### config.mk
export PLATFORM = sky130hd
export DESIGN_NAME = sorted_priority_queue_core_flat
export DESIGN_NICKNAME = d
export VERILOG_FILES = /design/src/rtl/spq_pkg.sv /design/src/rtl/spq_if.sv /design/src/rtl/sorted_priority_queue_core.sv /design/src/rtl/spq_cell.sv /design/src/flat_wrapper.sv
export VERILOG_INCLUDE_DIRS = /design/src /design/src/rtl
export SDC_FILE = /design/constraint.sdc
export NUM_CORES = 2
export LEC_CHECK = 0
export ABC_AREA = 1
export BUFFER_PORTS_ARGS = -buffer_cell sky130_fd_sc_hd__buf_2
export CORE_MARGIN = 5
export CORE_UTILIZATION = 48
export CTS_BUF_LIST = sky130_fd_sc_hd__clkbuf_8 sky130_fd_sc_hd__clkbuf_16
export CTS_CLUSTER_SIZE = 30
export DETAILED_ROUTE_END_ITERATION = 16
export HOLD_SLACK_MARGIN = 0.05
export SYNTH_ARGS = -nofsm -noshare
export SYNTH_HDL_FRONTEND = slang
export SYNTH_SLANG_ARGS = --single-unit
### constraint.sdc
create_clock -name clk -period 11.2 [get_ports clk]
set_input_delay 0.56 -clock clk [delete_from_list [all_inputs] [get_ports clk]]
set_output_delay 0.56 -clock clk [all_outputs]
set_load 0.1 [all_outputs]
### src/rtl/sorted_priority_queue_core_macros.svh
// Assertion macros shared by the sorted priority queue RTL.
`ifndef SORTED_PRIORITY_QUEUE_CORE_MACROS_SVH
`define SORTED_PRIORITY_QUEUE_CORE_MACROS_SVH

// Same-cycle implication, sampled on clk, off during reset.
`define SPQ_ASSERT_NOW(lbl, ante, cons, msg) \
	lbl: assert property (@(posedge clk) disable iff (!arst_n) (ante) |-> (cons)) \
		else $error(msg);

// Next-cycle implication, sampled on clk, off during reset.
`define SPQ_ASSERT_NEXT(lbl, ante, cons, msg) \
	lbl: assert property (@(posedge clk) disable iff (!arst_n) (ante) |=> (cons)) \
		else $error(msg);

`endif

### src/rtl/spq_pkg.sv
// Types and constants of the sorted priority queue.
package spq_pkg;

	localparam int CAPACITY = 16;
	localparam int CNT_W    = $clog2(CAPACITY + 1);
	localparam int DATA_W   = 32;
	localparam int PRIO_W   = 16;
	localparam int STAT_W   = 2;
	localparam int COUNT_W  = 5;

	typedef enum logic {
		MODE_INSERT = 1'b0,
		MODE_REMOVE = 1'b1
	} spq_mode_t;

	typedef enum logic [STAT_W-1:0] {
		ST_INSERTED = 2'd0,
		ST_REMOVED  = 2'd1,
		ST_EMPTY    = 2'd2,
		ST_FULL     = 2'd3
	} spq_status_t;

	typedef struct packed {
		logic signed [DATA_W-1:0] data;
		logic signed [PRIO_W-1:0] prio;
	} spq_entry_t;

	// broadcast to every cell each cycle
	typedef struct packed {
		logic       ins;
		logic       rem;
		spq_entry_t ent;
	} spq_cell_ctl_t;

	// what a cell shows its neighbors
	typedef struct packed {
		logic       occ;
		logic       greater;
		spq_entry_t ent;
	} spq_link_t;

	typedef struct packed {
		spq_status_t              status;
		logic signed [DATA_W-1:0] data_out;
		logic signed [PRIO_W-1:0] priority_out;
		logic [COUNT_W-1:0]       count_out;
	} spq_result_t;

endpackage

### src/rtl/spq_if.sv
// Valid/ready channel interfaces for request and response items.
interface spq_req_if;
	import spq_pkg::*;
	logic                     valid;
	logic                     ready;
	logic                     mode;
	logic signed [DATA_W-1:0] data_in;
	logic signed [PRIO_W-1:0] priority_in;

	modport source (output valid, mode, data_in, priority_in, input ready);
	modport sink   (input valid, mode, data_in, priority_in, output ready);
endinterface

interface spq_rsp_if;
	import spq_pkg::*;
	logic                     valid;
	logic                     ready;
	logic [STAT_W-1:0]        status;
	logic signed [DATA_W-1:0] data_out;
	logic signed [PRIO_W-1:0] priority_out;
	logic [COUNT_W-1:0]       count_out;

	modport source (output valid, status, data_out, priority_out, count_out, input ready);
	modport sink   (input valid, status, data_out, priority_out, count_out, output ready);
endinterface

### src/rtl/sorted_priority_queue_core.sv
// Top level of the sorted priority queue: cell chain, fill count and result buffer.
//
// Usage:
//   req channel: mode (insert or remove), data_in, priority_in. An item is
//   taken when req.valid and req.ready are both high at a clock edge.
//   rsp channel: exactly one item per request: status, data_out,
//   priority_out and count_out (entries held after the operation).
//   Entries sit in a row of CAPACITY cells sorted by ascending signed
//   priority; equal priorities leave in arrival order. An insert makes
//   every cell compare against the new entry and shift right; a remove
//   shifts the whole row left by one cell.
//   Responses go to the output register, or to the skid slot while that
//   register holds an untaken item. One item per cycle while req.ready is high.
//   An insert into a full queue is dropped with status full; a remove from
//   an empty queue returns status empty with zero data.
//   Reset (arst_n low) empties the queue and drops any pending responses;
//   cell contents are not cleared, the fill count alone marks them.
//   Receiver stall: a two-deep response buffer (output register plus skid)
//   keeps taking requests until both slots hold items, then drops req.ready.
`include "sorted_priority_queue_core_macros.svh"

module sorted_priority_queue_core
	import spq_pkg::*;
(
	input logic       clk,
	input logic       arst_n,
	spq_req_if.sink   req,
	spq_rsp_if.source rsp
);

	logic [CNT_W-1:0] count_q;
	logic             main_v_q;
	logic             skid_v_q;
	spq_result_t      main_q;
	spq_result_t      skid_q;

	logic             acc;
	logic             pop;
	logic             full;
	logic             empty;
	logic [CNT_W-1:0] count_nxt;
	spq_cell_ctl_t    ctl;
	spq_result_t      res;
	spq_link_t        links [CAPACITY];
	spq_link_t        prevs [CAPACITY];
	spq_link_t        nexts [CAPACITY];

	assign acc   = req.valid && req.ready;
	assign pop   = rsp.valid && rsp.ready;
	assign full  = (count_q == CNT_W'(CAPACITY));
	assign empty = (count_q == '0);

	assign ctl.ins      = acc && (req.mode == MODE_INSERT) && !full;
	assign ctl.rem      = acc && (req.mode == MODE_REMOVE) && !empty;
	assign ctl.ent.data = req.data_in;
	assign ctl.ent.prio = req.priority_in;

	// ---- cell chain ----
	for (genvar i = 0; i < CAPACITY; i++) begin : g_cell
		if (i == 0) begin : g_head
			assign prevs[i] = '{occ: 1'b1, greater: 1'b0, ent: '0};
		end else begin : g_mid
			assign prevs[i] = links[i-1];
		end
		if (i == CAPACITY - 1) begin : g_tail
			assign nexts[i] = links[i];
		end else begin : g_body
			assign nexts[i] = links[i+1];
		end

		spq_cell u_cell (
			.clk  (clk),
			.ctl  (ctl),
			.occ  (count_q > CNT_W'(i)),
			.prev (prevs[i]),
			.next (nexts[i]),
			.link (links[i])
		);
	end

	// ---- fill count and result ----
	always_comb begin
		count_nxt = count_q;
		res       = '{status: ST_INSERTED, data_out: '0, priority_out: '0, count_out: '0};
		unique case (req.mode)
			MODE_INSERT: begin
				if (full) begin
					res.status = ST_FULL;
				end else begin
					count_nxt = count_q + 1'b1;
				end
			end
			MODE_REMOVE: begin
				if (empty) begin
					res.status = ST_EMPTY;
				end else begin
					count_nxt        = count_q - 1'b1;
					res.status       = ST_REMOVED;
					res.data_out     = links[0].ent.data;
					res.priority_out = links[0].ent.prio;
				end
			end
			default: begin
				res.status = ST_EMPTY;
			end
		endcase
		res.count_out = COUNT_W'(count_nxt);
	end

	always_ff @(posedge clk or negedge arst_n) begin
		if (!arst_n) begin
			count_q <= '0;
		end else if (acc) begin
			count_q <= count_nxt;
		end
	end

	// ---- response buffer: output register plus skid slot ----
	assign req.ready = !skid_v_q;

	always_ff @(posedge clk or negedge arst_n) begin
		if (!arst_n) begin
			main_v_q <= 1'b0;
			skid_v_q <= 1'b0;
		end else begin
			priority if (acc && (!main_v_q || pop)) begin
				main_v_q <= 1'b1;
			end else if (acc) begin
				skid_v_q <= 1'b1;
			end else if (pop) begin
				main_v_q <= skid_v_q;
				skid_v_q <= 1'b0;
			end else begin
				main_v_q <= main_v_q;
				skid_v_q <= skid_v_q;
			end
		end
	end

	always_ff @(posedge clk) begin
		priority if (acc && (!main_v_q || pop)) begin
			main_q <= res;
		end else if (acc) begin
			skid_q <= res;
		end else if (pop && skid_v_q) begin
			main_q <= skid_q;
		end else begin
			main_q <= main_q;
		end
	end

	assign rsp.valid        = main_v_q;
	assign rsp.status       = main_q.status;
	assign rsp.data_out     = main_q.data_out;
	assign rsp.priority_out = main_q.priority_out;
	assign rsp.count_out    = main_q.count_out;

	// ---- checks ----
	`SPQ_ASSERT_NOW(a_count_bound, 1'b1, count_q <= CNT_W'(CAPACITY), "fill count over capacity")
	`SPQ_ASSERT_NEXT(a_count_ins, ctl.ins, count_q == $past(count_q) + 1'b1, "insert did not count")
	`SPQ_ASSERT_NOW(a_skid_order, skid_v_q, main_v_q, "skid holds an item ahead of output")
	`SPQ_ASSERT_NOW(a_head_sorted, count_q >= CNT_W'(2),
		$signed(links[0].ent.prio) <= $signed(links[1].ent.prio), "head out of order")

endmodule

### src/rtl/spq_cell.sv
// One storage cell of the sorted chain: compare with the new entry and shift.
module spq_cell
	import spq_pkg::*;
(
	input  logic          clk,
	input  spq_cell_ctl_t ctl,
	input  logic          occ,
	input  spq_link_t     prev,
	input  spq_link_t     next,
	output spq_link_t     link
);

	spq_entry_t entry_q;
	logic       greater;

	// strictly greater: equal priorities stay ahead of the new entry
	assign greater = occ && ($signed(entry_q.prio) > $signed(ctl.ent.prio));

	always_ff @(posedge clk) begin
		priority if (ctl.ins) begin
			priority if (prev.greater) begin
				entry_q <= prev.ent;
			end else if ((greater || !occ) && prev.occ) begin
				entry_q <= ctl.ent;
			end else begin
				entry_q <= entry_q;
			end
		end else if (ctl.rem) begin
			entry_q <= next.ent;
		end else begin
			entry_q <= entry_q;
		end
	end

	assign link.occ     = occ;
	assign link.greater = greater;
	assign link.ent     = entry_q;

endmodule
### src/flat_wrapper.sv
// flat-port wrapper written by rule: the top's interface ports become plain ports
module sorted_priority_queue_core_flat import spq_pkg::*;
  (clk, arst_n, req_valid, req_mode, req_data_in, req_priority_in, req_ready, rsp_valid, rsp_status, rsp_data_out, rsp_priority_out, rsp_count_out, rsp_ready);
  spq_req_if req_i ();
  spq_rsp_if rsp_i ();
  input logic clk;
  input logic arst_n;
  input wire logic [$bits(req_i.valid)-1:0] req_valid;
  input wire logic [$bits(req_i.mode)-1:0] req_mode;
  input wire logic [$bits(req_i.data_in)-1:0] req_data_in;
  input wire logic [$bits(req_i.priority_in)-1:0] req_priority_in;
  output wire logic [$bits(req_i.ready)-1:0] req_ready;
  output wire logic [$bits(rsp_i.valid)-1:0] rsp_valid;
  output wire logic [$bits(rsp_i.status)-1:0] rsp_status;
  output wire logic [$bits(rsp_i.data_out)-1:0] rsp_data_out;
  output wire logic [$bits(rsp_i.priority_out)-1:0] rsp_priority_out;
  output wire logic [$bits(rsp_i.count_out)-1:0] rsp_count_out;
  input wire logic [$bits(rsp_i.ready)-1:0] rsp_ready;
  assign req_i.valid = req_valid;
  assign req_i.mode = req_mode;
  assign req_i.data_in = req_data_in;
  assign req_i.priority_in = req_priority_in;
  assign req_ready = req_i.ready;
  assign rsp_valid = rsp_i.valid;
  assign rsp_status = rsp_i.status;
  assign rsp_data_out = rsp_i.data_out;
  assign rsp_priority_out = rsp_i.priority_out;
  assign rsp_count_out = rsp_i.count_out;
  assign rsp_i.ready = rsp_ready;
  sorted_priority_queue_core u_core (.clk(clk), .arst_n(arst_n), .req(req_i), .rsp(rsp_i));
endmodule
---- Yosys cells after proc, flatten, opt, wreduce, memory -nomap -nowiden ----
Index checks and enable logic that the tools add are counted.
Widths: inputs -> output; s select.
word-level totals
  register bits after elaboration ......... 885
  input bits .............................. 53
  word-level logic and storage cells ...... 275
  output and inout bits ................... 57
operators by class
  equality and inequality tests ........... 17
  bitwise logic cells ..................... 2
  add/subtract/negate cells ............... 2
  reduce and logical (&&, ||, !) cells .... 102
  muxes and demuxes ....................... 77
  magnitude comparators ................... 32
operators by type and width
  cell                 count
  $mux 48              63
  $gt 16x16->1         16
  $mux 55              3
  $ne 3x3->1 const B   14
  $gt 5x4->1 const B   8
  $reduce_and 2->1     20
  $logic_and 1x1->1    39
  $gt 5x3->1 const B   4
  $logic_not 1->1      20
  $logic_or 1x1->1     17
  $gt 5x1->1 const B   2
  $gt 5x2->1 const B   2
  $mux 5               2
  $pmux 5 s2           1
  $reduce_bool 2->1    5
  $add 5x1->5 const B  1
  $eq 5x5->1 const B   1
  $logic_not 5->1      1
  $mux 1               5
  $sub 5x1->5 const B  1
  $mux 2               2
  $ne 2x2->1 const B   2
  $pmux 2 s2           1
  $not 1->1            2

---- Depth between registers and ports, before layout ----
  word-level depth ........................ 7
  gate-level depth with buffers ........... 19
  depth with buffers taken out ............ 17

---- By module ----
A second synthesis with hierarchy kept.
second synthesis, totals
  cells, all modules ...................... 6038
  area total of the unflattened synthesis .. 51772.2 um^2
by module, submodules not included
  module                      cells each  area each (um^2)  sequential area each (um^2)  times used
  spq_cell                    345         2875.3            1441.4                       16
  sorted_priority_queue_core  518         5768.0            3478.3                       1

---- Worst setup path before layout ----
No wires, ideal clock.
  kind .................................... input to register
  from .................................... input port req_priority_in[15]
  to ...................................... register u_core.g_cell[15].u_cell.entry_q (netlist bit u_core.g_cell[15].u_cell.link[0]), enable pin
  cell stages on the path ................. 12
  required time ........................... 10746 ps
  setup time .............................. 454 ps
  data arrival time ....................... 4102 ps
  path slack .............................. 6643 ps
  buffers on the path ..................... 1
  cell sequence ........................... inv_1 ha_1 nand2_1 inv_1 nand3_1 nor2_1 nand3_1 clkbuf_1 nand3_1 nand2_1 nor2_1 nor2_1
between the ends
  cells in the longest elaborated chain, start to end .. 6
  elaborated cells on any way between the ends .. 8
  those cells by class .................... order compare: 2; reduce/logical: 6
ends and longest elaborated chain
  element                          line                text
  from (decl)                      flat_wrapper.sv:11  input wire logic [$bits(req_i.priority_in)-1:0] req_priority_in;
  $gt 16x16->1                     spq_cell.sv:17      assign greater = occ && ($signed(entry_q.prio) > $signed(ctl.ent.prio));
  $logic_and 1x1->1                spq_cell.sv:17
  $logic_or 1x1->1                 spq_cell.sv:23      end else if ((greater || !occ) && prev.occ) begin
  $logic_and 1x1->1                spq_cell.sv:23
  $reduce_bool 2->1 (no line) (*)  -
  $reduce_and 2->1 (no line) (*)   -
  to (signal assigned)             spq_cell.sv:22      entry_q <= prev.ent;
  to (signal assigned)             spq_cell.sv:24      entry_q <= ctl.ent;
  to (signal assigned)             spq_cell.sv:26      entry_q <= entry_q;
  to (decl)                        spq_cell.sv:13      spq_entry_t entry_q;
Mark *: on every way between the ends. The rest lies on a longest branch, timed or not.
A chain may end at the register's enable or synchronous reset.

---- Worst setup path in the final report ----
  from .................................... register u_core.count_q[1]
  to ...................................... register u_core.g_cell[10].u_cell.entry_q (netlist bit u_core.g_cell[10].u_cell.link[28]), enable pin
between the ends
  cells in the longest elaborated chain, start to end .. 6
  elaborated cells on any way between the ends .. 16
  those cells by class .................... order compare: 2; eq/ne: 2; reduce/logical: 12
ends and longest elaborated chain
  element                                               line                               text
  from (decl)                                           sorted_priority_queue_core.sv:31   logic [CNT_W-1:0] count_q;
  from (signal assigned)                                sorted_priority_queue_core.sv:114  count_q <= count_nxt;
  $gt 5x4->1                                            sorted_priority_queue_core.sv:74   .occ (count_q > CNT_W'(i)),
  $logic_and 1x1->1 or $logic_not 1->1 (tied branches)  spq_cell.sv:17, spq_cell.sv:23
  $logic_or 1x1->1                                      spq_cell.sv:23
  $logic_and 1x1->1                                     spq_cell.sv:23
  $ne 3x3->1 (no line)                                  -
  $reduce_and 2->1 (no line) (*)                        -
  to (signal assigned)                                  spq_cell.sv:22
  to (signal assigned)                                  spq_cell.sv:24
  to (signal assigned)                                  spq_cell.sv:26
  to (decl)                                             spq_cell.sv:13
Marked as above.

==> flow_metrics.tcl <==
set metrics [dict create \
    die_x_um 346 \
    grt_pass1_wl_um 244000 \
    synthFlopType "edfxtp_1" \
    htreeDepth 3 \
    firstDrtPassIters 6 \
    leakagePower_nw 30.7 \
    routed_via_density 5.35 \
    synthSimpleGateAreaFrac_pct 32.9 \
    ir_drop_mv 0.154 \
    drt-total-wl_um 153000 \
    synth_top_family_by_area "simple AND/OR/NAND/NOR gates" \
    synth_top_area_share_pct 48.7 \
    dieArea_mm2 0.120 \
    power.density_mw_per_mm2 254 \
    finalMaxSlewViolations 0 \
    status "complete, no violations" \
    start_kind "register" \
    rows 123 \
    antenna_found_initial 2 \
    area_growth_pct 8.04 \
    synthTopCellsByArea "edfxtp_1, nand2_1, nand4_1, ha_1, inv_1" \
    cts_tree "built" \
    worstHoldStart "req_data_in[21]" \
    finalSetupTns_ps 0 \
    crit_slowest_cell "nand3_2" \
    crit_buf_inv 4 \
    grt_max_degree 165 \
    ys_types 39 \
    final_common_cell "nand2_1" \
    ant_nets 0 \
    ios 110 \
    synth_area_mm2 0.0542 \
    synth_compound_gate_area_share_pct 2.68 \
    mostFrequentLayoutCells "nand2_1, edfxtp_1, inv_1" \
    start_util_pct 48.2 \
    drc 0 \
    initialDrtViolationCount 4512 \
    synth_top_cell_by_area "edfxtp_1" \
    coreArea_mm2 0.112 \
    stdcell_count 8317 \
    die_y_um 346 \
    p_comb_share_pct 39.2 \
    critPathRequiredTime_ps 11540 \
    insertion_delay_ps 720 \
    max_freq_mhz 197 \
    relSlewSlack_pct 21.5 \
    synthMuxAreaShare_pct 0 \
    swShare_pct 42.7 \
    cp_top_family "simple AND/OR/NAND/NOR gates" \
    dp_hpwl_um 107000 \
    grt_usage_pct 24.9 \
    min_period_over_period_pct 45.4 \
    synth_edf_count 878 \
    fin_crit_ps 5090 \
    wl_per_cell_um 18.4 \
    worst_pin_slew_ps 1180 \
    clk_pin_slew_ps 60 \
    netlist_instances 6883 \
    numPortBuffers 109 \
    crit_fanout 164 \
    drive_above_1_share_pct 5.87 \
    hold_viol 0 \
    hp-class "input port to register" \
    numCtsBuffers 102 \
    diodes 0 \
    grt_pass1_vias 42200 \
    place_inst 8134 \
    postCtsSetupBuffers 0 \
    yosysSeqAreaShare_pct 49.0 \
    synth_xor_area_share_pct 0.0485 \
    crit_chain "inv_1 -> ha_1 -> nand3_2 -> nand2_8 -> buf_12 -> inv_4 -> nand2_2 -> nor2_2 -> nand3_2 -> nand3_2 -> buf_4" \
    vias 44500 \
    clock_power_share_pct 21.5 \
    clock_sinks 885 \
    maxCapViolCount 0 \
    cp.arrival_ps 5420 \
    ys_warn_count 0 \
    cts_buffer_depth 3 \
    yosys.area_share.adder_pct 6.03 \
    worstSetupPathType "register to register" \
    p_int_mw 8.51 \
    skew_ps 30.3 \
    cp_common_cell "nand3_2" \
    critPathCaptureType "register" \
    grt_overflow 0 \
    fin_util_pct 52.1 \
    setup-violations-final 0 \
    p_sw_mw 6.34 \
    ys_async_sr_fraction_pct 0.791 \
    syn_area_per_cell_um2 7.87 \
    max_stage_delay_ps 760 \
    cts-root-buf "clkbuf_16" \
    r2r_start "u_core.count_q[1]" \
    seq_power_share_pct 39.3 \
    ys_seq_elements 885 \
    gp_congestion 0.888 \
    grt_setup_unrepaired "false" \
    synth_nets 7197 \
    fillCellCount 10900 \
    fin_nets 7053 \
    startpoint "u_core.count_q[1]" \
]
[logic make-up after synthesis]
kind of cell	count (synthesis)
adder cells (fa/ha/maj)	261
XOR/XNOR	3
buffers and inverters	1224
AO/OA/AOI/OAI	269
AND/OR/NAND/NOR	4241
flip-flops	885
[cells in the mapped netlist, drive strengths merged (3+ instances only)]
| master | count |
|---|---|
| nand2 | 3277 |
| nand4 | 677 |
| o21ai | 138 |
| dfrtp | 7 |
| edfxtp | 878 |
| a21oi | 97 |
| ha | 261 |
| buf | 254 |
| nor2 | 181 |
| o21a | 14 |
| a31oi | 3 |
| nand3 | 100 |
| o21bai | 13 |
| clkbuf | 189 |
| inv | 781 |
[layout make-up]
cell class / count / area [um^2] / share of cell area (%)
Clock buffer: 103 / 2570 / 4.39
Clock inverter: 79 / 607 / 1.04
Inverter: 781 / 2930 / 5.01
Multi-Input combinational cell: 4774 / 22800 / 38.9
Sequential cell: 885 / 26500 / 45.4
Tap cell: 1500 / 1880 / 3.21
Timing Repair Buffer: 195 / 1210 / 2.06
[power groups by stage]
stage	Combinational (mW)	Sequential [mW]	Clock, mW
floorplan	3.90	6.21	0
global placement	5.69	5.86	0
detailed placement	5.77	5.88	0
CTS	5.80	5.82	3.26
global route	6.55	5.92	3.40
finish	5.82	5.83	3.19
[worst register-to-register path, stage by stage, from the launching register on]
cell	delay (ps)
dfrtp_1	450
inv_1	180
ha_1	260
nand3_2	190
nand2_8	460
buf_12	650
inv_4	590
nand2_2	120
nor2_2	170
nand3_2	760
nand3_2	300
buf_4	550
[sequential cells by signal, indices dropped and copies added, names as in the netlist]
| signal | count |
|---|---|
| u_core.rsp.priority_out | 16 |
| u_core.rsp.data_out | 32 |
| u_core.skid_q | 55 |
| u_core.g_cell.u_cell.link | 768 |
| u_core.skid_v_q | 1 |
| u_core.rsp.status | 2 |
| u_core.rsp.count_out | 5 |
| u_core.count_q | 5 |
| u_core.rsp.valid | 1 |
[metal layers]
layer / GRT usage, % / up-vias / routed length, um
li1: - / 22200 / -
met1: 38.4 / 20300 / 73400
met2: 36.4 / 1722 / 63200
met3: 4.67 / 223 / 13200
met4: 5.49 / 2 / 3200
met5: 0 / - / 13
[metrics by stage]
stage / setup slack [ps] / hold slack, ps / instance area, um^2 / power (mW)
finish: 6110 / 134 / 58500 / 14.8
global route: 5870 / 96.7 / 58500 / 15.9
CTS: 6180 / 85.5 / 58500 / 14.9
detailed placement: 6080 / 413 / 55300 / 11.7
global placement: 6090 / 412 / 55300 / 11.6
floorplan: 6640 / 264 / 54200 / 10.1
[worst paths after layout]
path,depth (start not counted),slack (ps),endpoint
min reg2reg,2,510,u_core.rsp.data_out[10]
max,11,6110,u_core.g_cell[10].u_cell.link[28]
max in group asynchronous,2,10780,u_core.skid_v_q
min in group asynchronous,2,230,u_core.count_q[1]
max reg2reg,11,6110,u_core.g_cell[10].u_cell.link[28]
min,3,130,u_core.g_cell[15].u_cell.link[37]
[repair_timing]
item                                    CTS  global route
endpoints found under the setup margin    0             0
gates resized for setup                   0             0
endpoints found under the hold margin     7             0
hold buffers                              1             0
No activity file was read; power rests on OpenSTA's default activity.
